### src/rtl/fcce_pkg.sv
`timescale 1ns / 1ps
// ----------------------------------------------------------------------------
// FAT cluster chain engine package
// Shared codes, constants and the command/status bundles between the
// controller and the datapath.
// ----------------------------------------------------------------------------
package fcce_pkg;

  localparam int unsigned ENTRIES_DEF = 4096;

  localparam logic [15:0] FREE_MARK   = 16'h0000;
  localparam logic [15:0] EOC_MARK    = 16'hFFFF;
  localparam logic [15:0] LAST_DATA   = 16'hFFEF;
  localparam logic [15:0] FIRST_DATA  = 16'h0002;
  localparam int unsigned RESERVED_FIRST = 32'hFFF0;

  localparam int unsigned SCAN_LIMIT_W   = 13;
  localparam logic [SCAN_LIMIT_W-1:0] SCAN_LIMIT_RST = 13'd4096;

  typedef enum logic [1:0] {
    OP_READ  = 2'd0,
    OP_WRITE = 2'd1,
    OP_ALLOC = 2'd2,
    OP_FREE  = 2'd3
  } op_e;

  typedef enum logic [1:0] {
    STAT_OK    = 2'd0,
    STAT_FULL  = 2'd1,
    STAT_RANGE = 2'd2,
    STAT_LONG  = 2'd3
  } status_e;

  typedef enum logic [2:0] {
    IDX_HOLD,
    IDX_INPUT,
    IDX_FIRST,
    IDX_INC,
    IDX_LINK
  } idx_op_e;

  typedef enum logic [1:0] {
    WR_ZERO,
    WR_VAL,
    WR_EOC
  } wr_sel_e;

  typedef enum logic [1:0] {
    RES_ZERO,
    RES_RDATA,
    RES_IDX
  } res_sel_e;

  typedef struct packed {
    logic     ld_in;
    idx_op_e  idx_op;
    logic     steps_clr;
    logic     steps_inc;
    logic     mem_we;
    wr_sel_e  wr_sel;
    logic     out_load;
    res_sel_e res_sel;
    status_e  status;
  } cmd_t;

  typedef struct packed {
    logic in_range;
    logic chain_ok;
    logic steps_max;
    logic scan_end;
    logic hit;
    logic clear_last;
  } sts_t;

endpackage

### src/rtl/fcce_ctrl.sv
`timescale 1ns / 1ps
// ----------------------------------------------------------------------------
// FAT cluster chain engine controller
// Sequences the clearing pass, the four operations and the output word.
// ----------------------------------------------------------------------------
module fcce_ctrl (
  input  logic           clk_i,
  input  logic           rst_ni,
  input  logic           in_valid_i,
  output logic           in_stall_o,
  input  logic [1:0]     operation_i,
  output logic           out_valid_o,
  input  logic           out_stall_i,
  output fcce_pkg::cmd_t cmd_o,
  input  fcce_pkg::sts_t sts_i
);
  import fcce_pkg::*;

  localparam logic [2:0] S_CLEAR = 3'd0;
  localparam logic [2:0] S_IDLE  = 3'd1;
  localparam logic [2:0] S_RD    = 3'd2;
  localparam logic [2:0] S_WR    = 3'd3;
  localparam logic [2:0] S_ALLOC = 3'd4;
  localparam logic [2:0] S_FCHK  = 3'd5;
  localparam logic [2:0] S_FUPD  = 3'd6;

  logic [2:0] state_q, state_d;
  logic       out_valid_q, out_valid_d;
  logic       out_free;
  op_e        op;

  assign op       = op_e'(operation_i);
  assign out_free = !out_valid_q || !out_stall_i;

  always_comb begin
    state_d   = state_q;
    cmd_o     = '{ld_in: 1'b0, idx_op: IDX_HOLD, steps_clr: 1'b0, steps_inc: 1'b0,
                  mem_we: 1'b0, wr_sel: WR_ZERO, out_load: 1'b0, res_sel: RES_ZERO,
                  status: STAT_OK};
    unique case (state_q)
      S_CLEAR: begin
        cmd_o.mem_we = 1'b1;
        cmd_o.idx_op = IDX_INC;
        if (sts_i.clear_last) begin
          state_d = S_IDLE;
        end
      end
      S_IDLE: begin
        if (in_valid_i) begin
          cmd_o.ld_in     = 1'b1;
          cmd_o.steps_clr = 1'b1;
          cmd_o.idx_op    = IDX_INPUT;
          unique case (op)
            OP_READ:  state_d = S_RD;
            OP_WRITE: state_d = S_WR;
            OP_ALLOC: begin
              cmd_o.idx_op = IDX_FIRST;
              state_d      = S_ALLOC;
            end
            OP_FREE:  state_d = S_FCHK;
          endcase
        end
      end
      S_RD: begin
        cmd_o.res_sel = sts_i.in_range ? RES_RDATA : RES_ZERO;
        cmd_o.status  = sts_i.in_range ? STAT_OK : STAT_RANGE;
        if (out_free) begin
          cmd_o.out_load = 1'b1;
          state_d        = S_IDLE;
        end
      end
      S_WR: begin
        cmd_o.wr_sel = WR_VAL;
        cmd_o.status = sts_i.in_range ? STAT_OK : STAT_RANGE;
        if (out_free) begin
          cmd_o.mem_we   = sts_i.in_range;
          cmd_o.out_load = 1'b1;
          state_d        = S_IDLE;
        end
      end
      S_ALLOC: begin
        priority if (sts_i.scan_end) begin
          cmd_o.status = STAT_FULL;
          if (out_free) begin
            cmd_o.out_load = 1'b1;
            state_d        = S_IDLE;
          end
        end else if (sts_i.hit) begin
          cmd_o.wr_sel  = WR_EOC;
          cmd_o.res_sel = RES_IDX;
          if (out_free) begin
            cmd_o.mem_we   = 1'b1;
            cmd_o.out_load = 1'b1;
            state_d        = S_IDLE;
          end
        end else begin
          cmd_o.idx_op = IDX_INC;
        end
      end
      S_FCHK: begin
        priority if (!sts_i.chain_ok) begin
          cmd_o.status = STAT_OK;
        end else if (!sts_i.in_range) begin
          cmd_o.status = STAT_RANGE;
        end else if (sts_i.steps_max) begin
          cmd_o.status = STAT_LONG;
        end else begin
          state_d = S_FUPD;
        end
        if (state_d == S_FCHK && out_free) begin
          cmd_o.out_load = 1'b1;
          state_d        = S_IDLE;
        end
      end
      S_FUPD: begin
        cmd_o.mem_we    = 1'b1;
        cmd_o.wr_sel    = WR_ZERO;
        cmd_o.idx_op    = IDX_LINK;
        cmd_o.steps_inc = 1'b1;
        state_d         = S_FCHK;
      end
      default: begin
        state_d = S_IDLE;
      end
    endcase
  end

  always_comb begin
    out_valid_d = out_valid_q;
    if (cmd_o.out_load) begin
      out_valid_d = 1'b1;
    end else if (!out_stall_i) begin
      out_valid_d = 1'b0;
    end
  end

  always_ff @(posedge clk_i or negedge rst_ni) begin
    if (!rst_ni) begin
      state_q     <= S_CLEAR;
      out_valid_q <= 1'b0;
    end else begin
      state_q     <= state_d;
      out_valid_q <= out_valid_d;
    end
  end

  assign in_stall_o  = state_q != S_IDLE;
  assign out_valid_o = out_valid_q;

`ifndef SYNTH
  a_load_slot_free: assert property (@(posedge clk_i) disable iff (!rst_ni)
    cmd_o.out_load |-> (!out_valid_q || !out_stall_i))
    else $error("result loaded over an untaken word");

  a_write_in_range: assert property (@(posedge clk_i) disable iff (!rst_ni)
    cmd_o.mem_we |-> sts_i.in_range)
    else $error("table write outside the table");

  a_clear_blocks_input: assert property (@(posedge clk_i) disable iff (!rst_ni)
    state_q == S_CLEAR |-> in_stall_o)
    else $error("input taken during clearing pass");

  a_free_step_legal: assert property (@(posedge clk_i) disable iff (!rst_ni)
    state_q == S_FUPD |-> (sts_i.chain_ok && sts_i.in_range && !sts_i.steps_max))
    else $error("chain step taken past a stop condition");

  a_result_from_work: assert property (@(posedge clk_i) disable iff (!rst_ni)
    $rose(out_valid_o) |-> $past(state_q) != S_IDLE && $past(state_q) != S_CLEAR)
    else $error("result word without an operation");
`endif

endmodule

### config.mk
export PLATFORM = sky130hd
export DESIGN_NAME = fcce_ctrl
export DESIGN_NICKNAME = d
export VERILOG_FILES = /design/src/rtl/fcce_pkg.sv /design/src/rtl/fcce_ctrl.sv
export SDC_FILE = /design/constraint.sdc
export NUM_CORES = 1
export LEC_CHECK = 0
export BUFFER_PORTS_ARGS = -buffer_cell sky130_fd_sc_hd__buf_4
export CORE_MARGIN = 10
export CORE_UTILIZATION = 30
export DETAILED_ROUTE_END_ITERATION = 6
export GPL_TIMING_DRIVEN = 0
export PLACE_DENSITY = 0.67
export SLEW_MARGIN = 30
export SYNTH_ARGS = -nofsm -noshare
export SYNTH_HDL_FRONTEND = slang
export SYNTH_SLANG_ARGS = --single-unit
### constraint.sdc
create_clock -name clk_i -period 2.6 [get_ports clk_i]
set_clock_uncertainty 0.05 [all_clocks]
set_input_delay 0.39 -clock clk_i [delete_from_list [all_inputs] [get_ports clk_i]]
set_output_delay 0.39 -clock clk_i [all_outputs]
set_load 0.005 [all_outputs]
Word level (Yosys, flattened, before mapping)
Index checks and enable logic that the tools add are counted.
{ "word_totals": {"ff_bits": 4, "in_bits": 12, "output_inout_bits": 16} }
{ "classes": {"n_eq_ne": 15, "muxes": 40, "n_reduce_logical": 9} }
{ "ops": {"columns": ["cell", "n"], "rows": [
  ["$mux W3", 11],
  ["$pmux W3 S4", 2],
  ["$pmux W3 S6", 1],
  ["$mux W2", 8],
  ["$eq A3 B3 Y1 const B", 4],
  ["$mux W1", 11],
  ["$pmux W2 S2", 2],
  ["$eq A3 B2 Y1 const B", 2],
  ["$mux W6", 1],
  ["$pmux W1 S3", 2],
  ["$pmux W2 S3", 1],
  ["$mux W5", 1],
  ["$eq A2 B2 Y1 const B", 2],
  ["$ne A2 B2 Y1 const B", 2],
  ["$reduce_or A2 Y1", 2],
  ["$eq A3 B1 Y1 const B", 1],
  ["$logic_not A3 Y1", 1],
  ["$ne A3 B1 Y1 const B", 1],
  ["$ne A3 B3 Y1 const B", 1],
  ["$reduce_and A3 Y1", 1],
  ["$eq A2 B1 Y1 const B", 1],
  ["$logic_not A1 Y1", 2],
  ["$logic_not A2 Y1", 1],
  ["$ne A2 B1 Y1 const B", 1],
  ["other kinds (2)", 2]
]} }

Logic depth before layout (Yosys ltp)
{ "depth": {"ltp_word": 9, "mapped_depth": 5, "mapped_depth_nobuf": 3} }

Worst setup path before layout
OpenSTA, ideal clock, no wires.
{ "synth_path": {"kind": "reg2out", "from": "register state_q[1]", "to": "output cmd_o[4] in the netlist's numbering", "t_arrival_ns": 1.181, "t_required_ns": 2.160, "path_slack_ns": 0.979, "path_stages_with_launch": 6, "path_cell_list": "dfrtp_1 -> buf_6 -> nand2b_1 -> o31a_1 -> nor2_1 -> buf_4"} }
{ "synth_lines": {"columns": ["item", "line_no", "text"], "rows": [
  ["start: declaration", "fcce_ctrl.sv:27", "logic [2:0] state_q, state_d;"],
  ["start signal: assignment", "fcce_ctrl.sv:142", "state_q <= state_d;"],
  ["end: declaration", "fcce_ctrl.sv:14", "output fcce_pkg::cmd_t cmd_o,"]
]} }

==> metrics.log <==
INFO  metric status = completed
INFO  metric met3_wirelength = roughly 170 µm
INFO  metric crit_path_end_kind = output port
INFO  metric syn_avg_cell_area = between 7 and 8 µm²
INFO  metric syn-num-nets = 74
INFO  metric p_per_area = between 800 and 900 nW/µm²
INFO  metric synthFlopType = dfrtp_1
INFO  metric fin_total_pwr = roughly 0.65 mW
INFO  metric post_cts_resize_count = 0
INFO  metric synth.area.top_cells = dfrtp_1, buf_4, nor2_1
INFO  metric clock_latency_of_the_later_clocked_register_in_the_worst_skew_pair = around 230 ps
INFO  metric n_antenna_cell = 0
INFO  metric num_vias = 565
INFO  metric finalWeightedCongestion = roughly 0.80
INFO  metric wl_met2 = 717 µm
INFO  metric drt-wirelength-per-cell = around 14 µm
INFO  metric crit_path_start_kind = flop
INFO  metric drive_gt1_share = approximately 40%
INFO  metric min_path_type = in -> reg
INFO  metric clk_path_buf_depth = 2
INFO  metric synth-warning-count = 0
INFO  metric critical_path_required = 2160 ps
INFO  metric async_reset_ff_share = 100%
INFO  metric edff_count_synth = 0
INFO  metric yosys.cell_types.count = 34
INFO  metric power_report.internal_total = between 0.3 and 0.4 mW
INFO  metric starting_density_of_the_core = roughly a third
INFO  metric overflow = 0
INFO  metric antenna_left = 0
INFO  metric cts_tree = done
INFO  metric route.detailed.drc = 0
INFO  metric die_ar = between 3000 and 4000 µm²
INFO  metric worstReg2RegEnd = state_q[0]
INFO  metric slew_headroom = 77.4%
INFO  metric grt_start_max_net_pins = 11
INFO  metric timing.setup.tns = 0 ps
INFO  metric fillerInstances = around 170
INFO  metric worst_ep_arrival = around 1600 ps
INFO  metric p_leak = approximately 0.37 nW
INFO  metric final_min_period_over_clock_period = around four fifths
INFO  metric netlist_area = about 470 µm²
INFO  metric worstMarginPinSlew = around 340 ps
INFO  metric drt_pre_antenna_iters = 4
INFO  metric finalSetupViolCount = 0
INFO  metric grt_first_pass_wirelength = around 2600 µm
INFO  metric hold_depth = 3
INFO  metric synth_most_common_cell = nor2_1
INFO  metric die_y = 59.7 µm
INFO  metric placementRows = 14
INFO  metric finalCriticalPeriod = 2030 ps
INFO  metric yosysSeqAreaShare = 21.2%
INFO  metric viasPerCell = a little over 5
INFO  metric maxUsedRoutingLayer = met3
INFO  metric pin_count = 28
INFO  metric detail_route.wirelength.met1 = around 670 µm
INFO  metric yosys-top-cells-count = nor2_1, inv_1, dfrtp_1, nand2_1, nand3_1
INFO  metric cts_hold_repair.buffers = 1
INFO  metric hold_path_end = state_q[2]
INFO  metric ir_worst_vdd = 558 µV
INFO  metric timing.final.max_slew_violations = 0
INFO  metric horiz_die_dim = 59.7 µm
INFO  metric min_from = operation_i[1]
INFO  metric pwr-share-seq = around 17%
INFO  metric synth.ff_latch_count = 4
INFO  metric post-synth-top-area-fraction = 21.2%
INFO  metric power.combinational.fraction = a little under three quarters
INFO  metric core = roughly 1500 µm²
INFO  metric area.growth.synth_to_final = 54.0%
INFO  metric total_switching_power = between 0.2 and 0.3 mW
INFO  metric clock-root-buffer = clkbuf_4
INFO  metric number_of_global_route_vias_before_repair = just under 600
INFO  metric cts_buffers = 3
INFO  metric nets = 107
INFO  metric drt-initial-drc-count = 9
INFO  metric crit-reg2reg-launch = state_q[1]
INFO  metric max_capacitance_violation_count = 0
INFO  metric timing_worst_setup_path_type = reg -> out
INFO  metric postCtsSetupRepairBufs = 0
INFO  metric clkSlewWorstSetupHoldPaths = ~40 ps
INFO  metric port-buffer-count = 27
INFO  metric gr-usage-all-layers = under 10%
INFO  metric postSynthCellCount = a little over 60
INFO  metric place.detailed.hpwl = 1300 µm
INFO  metric detail_route.wirelength = approximately 1600 µm
INFO  metric synth_top_cell_by_area = dfrtp_1
INFO  metric fmax = around 490 MHz
INFO  metric r2r_cells = 4
INFO  metric grt_antenna_before_repair = 0
INFO  metric clockPowerShare = approximately 11%
INFO  metric rsz_0062_raised_after_global_routing = false
INFO  metric finalHoldViolCount = 0
INFO  metric htreeDepth = 1
INFO  metric numClockSinks = 4
INFO  metric worst-path-max-fanout = 10
INFO  metric power.switching_fraction = roughly 40%
INFO  metric worst-r2r-setup-slack = 1130 ps
[cells by family after synthesis]
group,Yosys count,synth area share (%)
buffers and inverters,11,13.2
AOI/OAI and AO/OA,17,27.5
and+or+nand+nor,30,38.1
DFF,4,21.2
[worst max-delay path by stage]
stage                     cells past startpoint  slack (ps)        from       end
after floorplan                               5         980  state_q[1]  cmd_o[4]
after global placement                        6         800  state_q[1]  cmd_o[4]
after detailed placement                      6         800  state_q[1]  cmd_o[4]
after CTS                                     6         540  state_q[1]  cmd_o[4]
after global routing                          6         450  state_q[1]  cmd_o[4]
final                                         6         570  state_q[1]  cmd_o[4]
[power groups by stage]
stage	clock network (mW)	registers (mW)	logic, mW
floorplan	0	0.106	0.277
global placement	0	0.109	0.472
detailed placement	0	0.110	0.475
CTS	0.0794	0.109	0.476
global route	0.0834	0.113	0.525
finish	0.0739	0.109	0.469
[worst max-delay path, cell delays in order (launching register included)]
cell      delay (ps)
dfrtp_1          370
buf_6            140
nand2b_1         230
o31a_1           350
nor2_1            90
buf_4            100
buf_4             90
[routing by layer]
| layer | vias to the layer above | global-route usage [%] |
|---|---|---|
| met4 | 0 | 3.85 |
| met1 | 254 | 9.99 |
| met5 | - | 0 |
| met3 | 0 | 3.18 |
| met2 | 18 | 14.6 |
| li1 | 293 | - |
[sequential cells by signal, summed over array words and instances, names as in the netlist]
name,flops
out_valid_o,1
state_q,3
[final cells by class]
cell class	count	area [µm²]	share of cell area [%]
multi-input combinational	47	310	42.6
timing repair buffer	28	213	29.2
sequential	4	100	13.7
buffer	6	43.8	6.01
clock buffer	3	22.5	3.09
tap	16	20.0	2.75
inverter	5	18.8	2.58
[placed cells by master, fill, tap and decap left out]
master and count:
and3_1 1, o22ai_1 2, o2111ai_1 1, nand2_1 4
a2bb2o_1 1, a211o_1 1, nor4b_2 1, o22a_1 1
o21ai_0 3, a21o_1 1, or3b_4 1, buf_6 1
nand4_1 2, nor2_1 6, and4b_1 1, nand2b_1 2
clkbuf_4 3, inv_1 5, or2b_1 1, o311ai_0 1
nor3_1 2, a221o_1 1, buf_2 2, dfrtp_1 4
o31a_1 1, buf_4 30, and2_1 1, o31ai_1 1
o211a_1 1, a21oi_1 1, and2b_1 1, nor4b_1 1
nand3_1 4, a32oi_1 1, nand3b_1 2, dlygate4sd3_1 1
[through the flow]
stage          setup WS (ps)  hold WS [ps]  utilization [%]  cell area [µm²]  cells
3_3_place_gp             802           136             46.2              696    105
4_1_cts                  544           410             48.3              728    109
5_1_grt                  452           439             48.3              728    109
6_report                 565           428             48.3              728    109
3_5_place_dp             796           136             46.2              696    105
2_1_floorplan            979          44.4                -              473     62
Power figures use the tool's default switching activity.
